## src/hw/rtl/wsfd_pkg.sv

```systemverilog
// ----------------------------------------------------------------------------
// wsfd_pkg
// Shared types, codes and helpers of the WebSocket frame deframer.
// ----------------------------------------------------------------------------
`default_nettype none

package wsfd_pkg;

	localparam int unsigned ByteW   = 8;
	localparam int unsigned OpW     = 4;
	localparam int unsigned ActW    = 3;
	localparam int unsigned Len7W   = 7;
	localparam int unsigned LenW    = 64;
	localparam int unsigned KeyW    = 32;
	localparam int unsigned KeyIdxW = 2;
	localparam int unsigned ExtCntW = 4;

	localparam logic [Len7W-1:0] Len16Code = 7'd126;
	localparam logic [Len7W-1:0] Len64Code = 7'd127;
	localparam logic [ExtCntW-1:0] Ext16Bytes = 4'd2;
	localparam logic [ExtCntW-1:0] Ext64Bytes = 4'd8;

	typedef enum logic [OpW-1:0] {
		OP_CONT   = 4'h0,
		OP_TEXT   = 4'h1,
		OP_BINARY = 4'h2,
		OP_CLOSE  = 4'h8,
		OP_PING   = 4'h9,
		OP_PONG   = 4'hA
	} opcode_t;

	typedef enum logic [ActW-1:0] {
		ACT_DELIVER = 3'd0,
		ACT_ECHO    = 3'd1,
		ACT_CLOSE   = 3'd2,
		ACT_PONG    = 3'd3,
		ACT_IGNORE  = 3'd4
	} action_t;

	typedef enum logic [4:0] {
		PH_HDR0 = 5'b00001,
		PH_HDR1 = 5'b00010,
		PH_EXT  = 5'b00100,
		PH_KEY  = 5'b01000,
		PH_DATA = 5'b10000
	} phase_t;

	function automatic action_t action_of(input logic [OpW-1:0] op);
		action_t a;
		case (op)
			OP_TEXT, OP_BINARY: a = ACT_DELIVER;
			OP_PING:            a = ACT_ECHO;
			OP_CLOSE:           a = ACT_CLOSE;
			OP_PONG:            a = ACT_PONG;
			default:            a = ACT_IGNORE;
		endcase
		return a;
	endfunction

endpackage

`default_nettype wire

```

## src/hw/rtl/wsfd_if.sv

```systemverilog
// ----------------------------------------------------------------------------
// wsfd channel interfaces
// Valid/ready channels for received bytes and for deframed results.
// ----------------------------------------------------------------------------
`default_nettype none

interface wsfd_in_if;
	logic                       valid;
	logic                       ready;
	logic [wsfd_pkg::ByteW-1:0] rx_byte;

	modport source (output valid, output rx_byte, input ready);
	modport sink (input valid, input rx_byte, output ready);
endinterface

interface wsfd_out_if;
	logic                       valid;
	logic                       ready;
	logic [wsfd_pkg::ActW-1:0]  action;
	logic [wsfd_pkg::OpW-1:0]   frame_opcode;
	logic                       has_data;
	logic [wsfd_pkg::ByteW-1:0] payload_byte;
	logic                       frame_end;

	modport source (output valid, output action, output frame_opcode, output has_data,
		output payload_byte, output frame_end, input ready);
	modport sink (input valid, input action, input frame_opcode, input has_data,
		input payload_byte, input frame_end, output ready);
endinterface

`default_nettype wire

```

## src/hw/rtl/websocket_frame_deframer.sv

```systemverilog
// ----------------------------------------------------------------------------
// websocket_frame_deframer
// Receive-side WebSocket frame parser: header decode, payload unmasking and
// per-frame action tagging, one stream byte per transfer.
// ----------------------------------------------------------------------------
//  channel  | dir | payload
//  in_ch    | in  | rx_byte
//  out_ch   | out | action, frame_opcode, has_data, payload_byte, frame_end
//
//  one byte per cycle while the output register is empty or drained; a result is
//  in the output register the cycle after its byte is taken (single output stage)
//  input is taken whenever the output register is empty or being drained
//  reset clears the parser to expect a first header byte, connection open
//  after a close frame ends, bytes are still taken and dropped
// ----------------------------------------------------------------------------
`default_nettype none

module websocket_frame_deframer (
	input  wire             clk,
	input  wire             arst_n,
	wsfd_in_if.sink         in_ch,
	wsfd_out_if.source      out_ch
);

	wsfd_pkg::phase_t                phase_q, phase_d;
	logic [wsfd_pkg::OpW-1:0]        opcode_q, opcode_d;
	logic                            masked_q, masked_d;
	logic [wsfd_pkg::ExtCntW-1:0]    ext_cnt_q, ext_cnt_d;
	logic [wsfd_pkg::LenW-1:0]       rem_q, rem_d;
	logic [wsfd_pkg::KeyW-1:0]       key_q, key_d;
	logic [wsfd_pkg::KeyIdxW-1:0]    kidx_q, kidx_d;
	logic                            closed_q, closed_d;

	logic                            out_vld_q;
	logic [wsfd_pkg::ActW-1:0]       out_act_q;
	logic [wsfd_pkg::OpW-1:0]        out_op_q;
	logic                            out_data_q;
	logic [wsfd_pkg::ByteW-1:0]      out_byte_q;
	logic                            out_end_q;

	logic                            in_acc;
	logic                            emit;
	logic                            emit_data;
	logic                            emit_end;
	logic [wsfd_pkg::ByteW-1:0]      emit_byte;
	logic [wsfd_pkg::ByteW-1:0]      b;
	logic [wsfd_pkg::Len7W-1:0]      len7;
	logic [wsfd_pkg::ByteW-1:0]      kb;
	logic [wsfd_pkg::KeyIdxW-1:0]    kidx_inc;

	assign in_ch.ready = !out_vld_q || out_ch.ready;
	assign in_acc      = in_ch.valid && in_ch.ready;
	assign b           = in_ch.rx_byte;
	assign len7        = b[wsfd_pkg::Len7W-1:0];
	assign kidx_inc    = kidx_q + 2'd1;

	always_comb begin
		case (kidx_q)
			2'd0:    kb = key_q[31:24];
			2'd1:    kb = key_q[23:16];
			2'd2:    kb = key_q[15:8];
			default: kb = key_q[7:0];
		endcase
		if (!masked_q) begin
			kb = '0;
		end
	end

	always_comb begin
		phase_d   = phase_q;
		opcode_d  = opcode_q;
		masked_d  = masked_q;
		ext_cnt_d = ext_cnt_q;
		rem_d     = rem_q;
		key_d     = key_q;
		kidx_d    = kidx_q;
		closed_d  = closed_q;
		emit      = 1'b0;
		emit_data = 1'b0;
		emit_end  = 1'b0;
		emit_byte = '0;
		if (!closed_q) begin
			unique case (phase_q)
				wsfd_pkg::PH_HDR0: begin
					opcode_d  = b[wsfd_pkg::OpW-1:0];
					key_d     = '0;
					kidx_d    = '0;
					ext_cnt_d = '0;
					rem_d     = '0;
					phase_d   = wsfd_pkg::PH_HDR1;
				end
				wsfd_pkg::PH_HDR1: begin
					masked_d = b[7];
					if (len7 == wsfd_pkg::Len16Code || len7 == wsfd_pkg::Len64Code) begin
						ext_cnt_d = (len7 == wsfd_pkg::Len16Code) ? wsfd_pkg::Ext16Bytes
							: wsfd_pkg::Ext64Bytes;
						rem_d     = '0;
						phase_d   = wsfd_pkg::PH_EXT;
					end else begin
						rem_d  = {{(wsfd_pkg::LenW-wsfd_pkg::Len7W){1'b0}}, len7};
						kidx_d = '0;
						if (b[7]) begin
							phase_d = wsfd_pkg::PH_KEY;
						end else if (len7 == '0) begin
							emit     = 1'b1;
							emit_end = 1'b1;
						end else begin
							phase_d = wsfd_pkg::PH_DATA;
						end
					end
				end
				wsfd_pkg::PH_EXT: begin
					rem_d     = {rem_q[wsfd_pkg::LenW-9:0], b};
					ext_cnt_d = ext_cnt_q - 4'd1;
					if (ext_cnt_q == 4'd1) begin
						kidx_d = '0;
						if (masked_q) begin
							phase_d = wsfd_pkg::PH_KEY;
						end else if (rem_d == '0) begin
							emit     = 1'b1;
							emit_end = 1'b1;
						end else begin
							phase_d = wsfd_pkg::PH_DATA;
						end
					end
				end
				wsfd_pkg::PH_KEY: begin
					key_d  = {key_q[wsfd_pkg::KeyW-9:0], b};
					kidx_d = kidx_inc;
					if (kidx_inc == '0) begin
						if (rem_q == '0) begin
							emit     = 1'b1;
							emit_end = 1'b1;
						end else begin
							phase_d = wsfd_pkg::PH_DATA;
						end
					end
				end
				wsfd_pkg::PH_DATA: begin
					kidx_d    = kidx_inc;
					rem_d     = rem_q - 64'd1;
					emit      = 1'b1;
					emit_data = 1'b1;
					emit_byte = b ^ kb;
					emit_end  = (rem_q == 64'd1);
				end
				default: begin
					phase_d = wsfd_pkg::PH_HDR0;
				end
			endcase
			if (emit_end) begin
				phase_d = wsfd_pkg::PH_HDR0;
				if (opcode_q == wsfd_pkg::OP_CLOSE) begin
					closed_d = 1'b1;
				end
			end
		end
	end

	always_ff @(posedge clk or negedge arst_n) begin
		if (!arst_n) begin
			phase_q   <= wsfd_pkg::PH_HDR0;
			opcode_q  <= '0;
			masked_q  <= 1'b0;
			ext_cnt_q <= '0;
			rem_q     <= '0;
			key_q     <= '0;
			kidx_q    <= '0;
			closed_q  <= 1'b0;
			out_vld_q <= 1'b0;
		end else begin
			if (in_acc) begin
				phase_q   <= phase_d;
				opcode_q  <= opcode_d;
				masked_q  <= masked_d;
				ext_cnt_q <= ext_cnt_d;
				rem_q     <= rem_d;
				key_q     <= key_d;
				kidx_q    <= kidx_d;
				closed_q  <= closed_d;
				out_vld_q <= emit;
			end else if (out_ch.ready) begin
				out_vld_q <= 1'b0;
			end
		end
	end

	always_ff @(posedge clk) begin
		if (in_acc && emit) begin
			out_act_q  <= wsfd_pkg::action_of(opcode_q);
			out_op_q   <= opcode_q;
			out_data_q <= emit_data;
			out_byte_q <= emit_byte;
			out_end_q  <= emit_end;
		end
	end

	assign out_ch.valid        = out_vld_q;
	assign out_ch.action       = out_act_q;
	assign out_ch.frame_opcode = out_op_q;
	assign out_ch.has_data     = out_data_q;
	assign out_ch.payload_byte = out_byte_q;
	assign out_ch.frame_end    = out_end_q;

	// closed connection never reopens
	a_closed_sticky: assert property (@(posedge clk) disable iff (!arst_n)
		closed_q |=> closed_q)
		else $error("closed flag cleared");

	// dropped bytes produce no result
	a_closed_drop: assert property (@(posedge clk) disable iff (!arst_n)
		(in_acc && closed_q) |=> !out_vld_q)
		else $error("result after close");

	// dataless results only end a frame and carry a zero byte
	a_dataless: assert property (@(posedge clk) disable iff (!arst_n)
		(out_vld_q && !out_data_q) |-> (out_end_q && out_byte_q == '0))
		else $error("bad dataless result");

	// payload phase always has bytes left
	a_data_len: assert property (@(posedge clk) disable iff (!arst_n)
		(phase_q == wsfd_pkg::PH_DATA) |-> (rem_q != '0))
		else $error("payload phase with zero length");

endmodule

`default_nettype wire

```

## src/flat_wrapper.sv

```systemverilog
// flat-port wrapper written by rule: the top's interface ports become plain ports
module websocket_frame_deframer_flat 
  (clk, arst_n, in_ch_valid, in_ch_rx_byte, in_ch_ready, out_ch_valid, out_ch_action, out_ch_frame_opcode, out_ch_has_data, out_ch_payload_byte, out_ch_frame_end, out_ch_ready);
  wsfd_in_if in_ch_i ();
  wsfd_out_if out_ch_i ();
  input  wire clk;
  input  wire arst_n;
  input wire logic [$bits(in_ch_i.valid)-1:0] in_ch_valid;
  input wire logic [$bits(in_ch_i.rx_byte)-1:0] in_ch_rx_byte;
  output wire logic [$bits(in_ch_i.ready)-1:0] in_ch_ready;
  output wire logic [$bits(out_ch_i.valid)-1:0] out_ch_valid;
  output wire logic [$bits(out_ch_i.action)-1:0] out_ch_action;
  output wire logic [$bits(out_ch_i.frame_opcode)-1:0] out_ch_frame_opcode;
  output wire logic [$bits(out_ch_i.has_data)-1:0] out_ch_has_data;
  output wire logic [$bits(out_ch_i.payload_byte)-1:0] out_ch_payload_byte;
  output wire logic [$bits(out_ch_i.frame_end)-1:0] out_ch_frame_end;
  input wire logic [$bits(out_ch_i.ready)-1:0] out_ch_ready;
  assign in_ch_i.valid = in_ch_valid;
  assign in_ch_i.rx_byte = in_ch_rx_byte;
  assign in_ch_ready = in_ch_i.ready;
  assign out_ch_valid = out_ch_i.valid;
  assign out_ch_action = out_ch_i.action;
  assign out_ch_frame_opcode = out_ch_i.frame_opcode;
  assign out_ch_has_data = out_ch_i.has_data;
  assign out_ch_payload_byte = out_ch_i.payload_byte;
  assign out_ch_frame_end = out_ch_i.frame_end;
  assign out_ch_i.ready = out_ch_ready;
  websocket_frame_deframer u_core (.clk(clk), .arst_n(arst_n), .in_ch(in_ch_i), .out_ch(out_ch_i));
endmodule
```

## config.mk

```make
export PLATFORM = sky130hd
export DESIGN_NAME = websocket_frame_deframer_flat
export DESIGN_NICKNAME = d
export VERILOG_FILES = /design/src/hw/rtl/wsfd_pkg.sv /design/src/hw/rtl/wsfd_if.sv /design/src/hw/rtl/websocket_frame_deframer.sv /design/src/flat_wrapper.sv
export SDC_FILE = /design/constraint.sdc
export NUM_CORES = 1
export LEC_CHECK = 0
export BUFFER_PORTS_ARGS = -buffer_cell sky130_fd_sc_hd__buf_4
export CAP_MARGIN = 20
export CORE_MARGIN = 5
export CORE_UTILIZATION = 46
export DETAILED_ROUTE_END_ITERATION = 10
export GPL_TIMING_DRIVEN = 0
export RECOVER_POWER = 100
export SYNTH_ARGS = -nofsm -noshare
export SYNTH_HDL_FRONTEND = slang
export SYNTH_SLANG_ARGS = --single-unit
```

## constraint.sdc

```tcl
create_clock -name clk -period 5.97 [get_ports clk]
set_clock_uncertainty 0.15 [all_clocks]
set_input_delay 1.194 -clock clk [delete_from_list [all_inputs] [get_ports clk]]
set_output_delay 1.194 -clock clk [all_outputs]
set_load 0.01 [all_outputs]
```

== Yosys cells after proc, flatten, opt, wreduce, memory -nomap -nowiden ==
Index checks and enable logic that the tools add are counted.
W data, S select, Z words.

* Register bits: 131
* Output and inout bits: 19
* Word-level logic and storage cells: 110

* Add/sub/neg operators: 3
* Equal/unequal tests: 25
* Muxes and demuxes: 40
* Bitwise operators: 3
* Reduce and logical (&&, ||, !) cells: 25

{| class="wikitable"
|+ Operators by type and width
! cell !! count
|-
| $pmux W64 S4 || 1
|-
| $logic_not A64 Y1 || 2
|-
| $eq A64 B1 Y1 const B || 1
|-
| $pmux W32 S2 || 1
|-
| $sub A64 B1 Y64 const B || 1
|-
| $mux W5 || 9
|-
| $pmux W5 S5 || 1
|-
| $pmux W8 S3 || 1
|-
| $mux W1 || 16
|-
| $eq A7 B7 Y1 const B || 2
|-
| $eq A4 B4 Y1 const B || 3
|-
| $pmux W3 S4 || 1
|-
| $pmux W4 S3 || 1
|-
| $reduce_and A3 Y1 || 4
|-
| $eq A4 B1 Y1 const B || 2
|-
| $mux W4 || 2
|-
| $mux W8 || 1
|-
| $pmux W1 S4 || 2
|-
| $pmux W2 S4 || 1
|-
| $reduce_and A8 Y1 || 1
|-
| $reduce_bool A4 Y1 || 2
|-
| $xor A8 B8 Y8 || 1
|-
| $logic_not A7 Y1 || 1
|-
| $mux W7 || 1
|-
| other kinds (27) || 38
|}

== Logic depth before layout (Yosys ltp) ==
* Depth after elaboration: 8
* Depth in mapped cells: 10

== Worst setup path before layout ==
Ideal clock, no wire load.

* Kind: input to register
* Start: input port in_ch_rx_byte[0]
* End: register u_core.out_act_q (netlist bit u_core.out_ch.action[0]), enable pin
* Arrival time: 3108 ps
* Setup slack: 2314 ps
* Stages on the path: 7
* Buffers on the path: 1
* Cell sequence: clkbuf_1 > nor4_1 > nand2_1 > nor4_1 > a41oi_1 > o21a_1 > a21oi_1

* Cells in the longest elaborated chain, start to end: 7
* Elaborated cells between the ends (all ways): 14

{| class="wikitable"
|+ RTL lines
! element !! line !! text
|-
| from (decl) || flat_wrapper.sv:9 || <nowiki>input wire logic [$bits(in_ch_i.rx_byte)-1:0] in_ch_rx_byte;</nowiki>
|-
| $logic_not A64 Y1 or $logic_not A7 Y1 (tied branches) || websocket_frame_deframer.sv:119, websocket_frame_deframer.sv:104 ||
|-
| $mux W1, on equally long branches || websocket_frame_deframer.sv:119, websocket_frame_deframer.sv:104 ||
|-
| $mux W1, on equally long branches || websocket_frame_deframer.sv:117, websocket_frame_deframer.sv:102 ||
|-
| $mux W1, on equally long branches || websocket_frame_deframer.sv:115, websocket_frame_deframer.sv:94 ||
|-
| $pmux W1 S4 (*) || websocket_frame_deframer.sv:83 || <nowiki>unique case (phase_q)</nowiki>
|-
| $mux W1 (*) || websocket_frame_deframer.sv:82 || <nowiki>if (!closed_q) begin</nowiki>
|-
| $logic_and A1 B1 Y1 (*) || websocket_frame_deframer.sv:189 || <nowiki>if (in_acc && emit) begin</nowiki>
|-
| to (signal assigned) || websocket_frame_deframer.sv:190 || <nowiki>out_act_q <= wsfd_pkg::action_of(opcode_q);</nowiki>
|-
| to (decl) || websocket_frame_deframer.sv:35 || <nowiki>logic [wsfd_pkg::ActW-1:0] out_act_q;</nowiki>
|}

Mark *: on every way between the ends. The rest lies on a longest branch, timed or not.
A chain may end at the register's enable or synchronous reset.

== Final worst setup path ==
* Start: register u_core.rem_q[35] (netlist name)
* End: register u_core.out_end_q, in the netlist u_core.out_ch.frame_end, enable pin

* Cells in the longest elaborated chain, start to end: 7
* Elaborated cells between the ends (all ways): 10

{| class="wikitable"
|+ RTL lines
! element !! line !! text
|-
| from (decl) || websocket_frame_deframer.sv:29 || <nowiki>logic [wsfd_pkg::LenW-1:0] rem_q, rem_d;</nowiki>
|-
| from (signal assigned) || websocket_frame_deframer.sv:177 || <nowiki>rem_q <= rem_d;</nowiki>
|-
| $logic_not A64 Y1 || websocket_frame_deframer.sv:119 || <nowiki>end else if (rem_d == '0) begin</nowiki>
|-
| $mux W1 || websocket_frame_deframer.sv:119 ||
|-
| $mux W1 || websocket_frame_deframer.sv:117 || <nowiki>if (masked_q) begin</nowiki>
|-
| $mux W1 || websocket_frame_deframer.sv:115 || <nowiki>if (ext_cnt_q == 4'd1) begin</nowiki>
|-
| $pmux W1 S4 (*) || websocket_frame_deframer.sv:83 ||
|-
| $mux W1 (*) || websocket_frame_deframer.sv:82 ||
|-
| $logic_and A1 B1 Y1 (*) || websocket_frame_deframer.sv:189 ||
|-
| to (signal assigned) || websocket_frame_deframer.sv:194 || <nowiki>out_end_q <= emit_end;</nowiki>
|-
| to (decl) || websocket_frame_deframer.sv:39 || <nowiki>logic out_end_q;</nowiki>
|}

Marked as above.

==> flow_metrics.tcl <==
set metrics [dict create \
    place.port_buffers 28 \
    fmax_mhz 229.9 \
    post-route-period-util_pct 72.85 \
    ys_seq_area_share_pct 45.06 \
    ir_drop_uv 333.6 \
    vias_per_cell 6.210 \
    r2r_setup_slack_ns 1.62 \
    synth-seq-cells 131 \
    critical_path.max_fanout 18 \
    min_delay_path_depth 2 \
    drt-met1-wl_um 10600 \
    final_common_cell "nand2_1" \
    synth_fp_nets 911 \
    worst_r2r_endpoint "u_core.out_ch.frame_end" \
    final_cell_mix "161 x nand2_1, 113 x dfrtp_1, 105 x o21ai_0" \
    cap_violations 2 \
    initialDrtViolationCount 887 \
    grt_max_degree 59 \
    r2r_cells 6 \
    endpoint "u_core.out_ch.frame_end" \
    synth_cell_types 68 \
    die-area_sq_mm 0.01888 \
    grt_setup_unrepaired "false" \
    hold_path_class "reg -> reg" \
    synth_area_sq_mm 0.007467 \
    drive_above_1_share_pct 6.925 \
    avgSynthCellArea_sq_um 8.390 \
    regArea_sq_mm 0.003364 \
    cp.arrival_ns 4.24 \
    cp-startpoint "u_core.rem_q[35]" \
    critPathCaptureType "flip-flop" \
    num_rows 46 \
    final-hold-violation-count 0 \
    nets 961 \
    max_slew_margin_pct -118.1 \
    r2r_start "u_core.rem_q[35]" \
    grt_pass1_vias 6820 \
    critPathLaunchType "flip-flop" \
    cts.sinks 131 \
    nFillCells 1537 \
    h-tree-depth 4 \
    cts_tree "yes" \
    met3_length_um 1807 \
    synthCells 890 \
    ys.flop_type "dfrtp_1" \
    grt_use_total_pct 25.93 \
    yosysWarnings 0 \
    async_reset_ff_share_pct 87.02 \
    worstSkewPairLatency_ns 0.44 \
    dieWidth_um 137.4 \
    drt_wl_total_um 23460 \
    grt.overflow.total 0 \
    vias 7260 \
    synth_edf_count 17 \
    setup_viol 0 \
    top_layer_used "met4" \
    power_density_mw_per_mm2 598.5 \
    drtPass1Iterations 6 \
    cts-resized-gates 0 \
    fin_tns_setup_ns 0 \
    start_util_pct 47.01 \
    slew_viol_final 76 \
    violations "max-capacitance violations, max-slew violations" \
    dp_hpwl_um 16400 \
    wl_met2_um 10470 \
    antenna_found_initial 0 \
    core_area_sq_mm 0.01589 \
    worst_pin_slew_ns 3.271 \
    post_cts_buffers 0 \
    antenna_cells 0 \
    cts_hold_buf 0 \
    finish.utilization_pct 53.15 \
    area_growth_syn_to_layout_pct 13.07 \
    numCtsBuffers 17 \
    p_total_mw 5.053 \
    fp.dieH_um 137.4 \
    finalCriticalPeriod_ns 4.349 \
    clk_pin_slew_ns 0.06 \
    critPathKind "reg -> reg" \
    wl_per_cell_um 20.07 \
    final_cell_area_sq_mm 0.008443 \
    multi_input_area_sq_mm 0.003811 \
    drtAntennaViolNets 0 \
    required_ns 5.86 \
    cts_buffer_depth 2 \
    leakagePower_nw 3.591 \
    drcViolationCount 0 \
    clock-root-buffer "clkbuf_16" \
    grt_pass1_wl_um 37490 \
    dpl_cell_area_sq_mm 0.007990 \
    status "finished, violations left" \
    gp_congestion 0.9371 \
    ios 31 \
]
==> how the worst min path moves through the flow <==
stage                           from                to  slack (ns)
CTS                 u_core.key_q[21]  u_core.key_q[29]        0.35
global placement    u_core.key_q[21]  u_core.key_q[29]        0.33
finish              u_core.key_q[22]  u_core.key_q[30]        0.35
floorplan           u_core.key_q[16]  u_core.key_q[24]        0.31
detailed placement  u_core.key_q[14]  u_core.key_q[22]        0.33
global route        u_core.key_q[21]  u_core.key_q[29]        0.37
==> area by class of cell <==
cell class / count / share of cell area (%)
Clock inverter: 13 / 1.334
Sequential cell: 131 / 39.85
Inverter: 13 / 0.5779
Timing Repair Buffer: 31 / 2.075
Multi-Input combinational cell: 691 / 45.14
Tap cell: 216 / 3.201
Clock buffer: 19 / 5.365
Buffer: 55 / 2.460
==> synthesized netlist by cell type (11+ instances only) <==
cell | n | area share (%)
clkbuf_1 | 52 | 2.6
nor4_1 | 15 | 1.3
a21oi_1 | 40 | 2.7
nand3_1 | 61 | 4.1
nand2_1 | 161 | 8.1
nor3_1 | 32 | 2.1
o21ai_0 | 103 | 6.9
a22oi_1 | 23 | 2.3
edfxtp_1 | 17 | 6.8
inv_1 | 13 | 0.65
dfrtp_1 | 113 | 38
nor2_1 | 86 | 4.3
xor2_1 | 12 | 1.4
nand4_1 | 11 | 0.92
==> per-stage QoR <==
stage | setup WS, ns | hold WS [ns] | instances
2_1_floorplan | 2.314 | 0.3100 | 890
3_3_place_gp | 1.468 | 0.3264 | 1134
3_5_place_dp | 1.365 | 0.3349 | 1136
4_1_cts | 1.860 | 0.3516 | 1168
5_1_grt | 1.196 | 0.3662 | 1169
6_report | 1.621 | 0.3497 | 1169
==> cells by family (layout without fill, tap and decap cells) <==
logic type                 Yosys count  count (layout)  synth area share (%)
and+or+nand+nor                    427             427                 27.98
AOI/OAI and AO/OA                  235             235                 19.55
DFF                                131             131                 45.06
buffers and inverters               68             131                 3.435
xor gates and xnor gates            18              18                 2.111
adders and majority gates            9               9                 1.508
muxes                                2               2                0.3518
==> critical path, stage by stage, from the launching register on <==
cell	delay, ns
dfrtp_1	0.45
nor4_1	0.62
nand4_2	0.33
and4bb_1	0.55
nand4_1	0.33
o21a_1	0.28
a21oi_1	1.23
==> sequential cells by signal, indices dropped and copies added (netlist names) <==
signal	count
u_core.closed_q	1
u_core.ext_cnt_q	4
u_core.key_q	32
u_core.kidx_q	2
u_core.masked_q	1
u_core.opcode_q	4
u_core.out_ch.action	3
u_core.out_ch.frame_end	1
u_core.out_ch.frame_opcode	4
u_core.out_ch.has_data	1
u_core.out_ch.payload_byte	8
u_core.out_ch.valid	1
u_core.phase_q	5
u_core.rem_q	64
==> where the power goes <==
group / internal (mW) / switching (mW) / total (mW) / leakage [nW]
Clock: 0.565 / 0.450 / 1.02 / 0.270
Sequential: 1.05 / 0.175 / 1.22 / 1.73
Combinational: 0.825 / 1.99 / 2.81 / 1.59
Total: 2.44 / 2.61 / 5.05 / 3.59
==> routing by layer <==
layer,up-vias,global-route usage (%)
li1,3333,-
met1,3535,37.05
met2,335,37.53
met3,57,6.501
met4,0,10.59
met5,-,0
No activity file was read; power rests on OpenSTA's default activity.
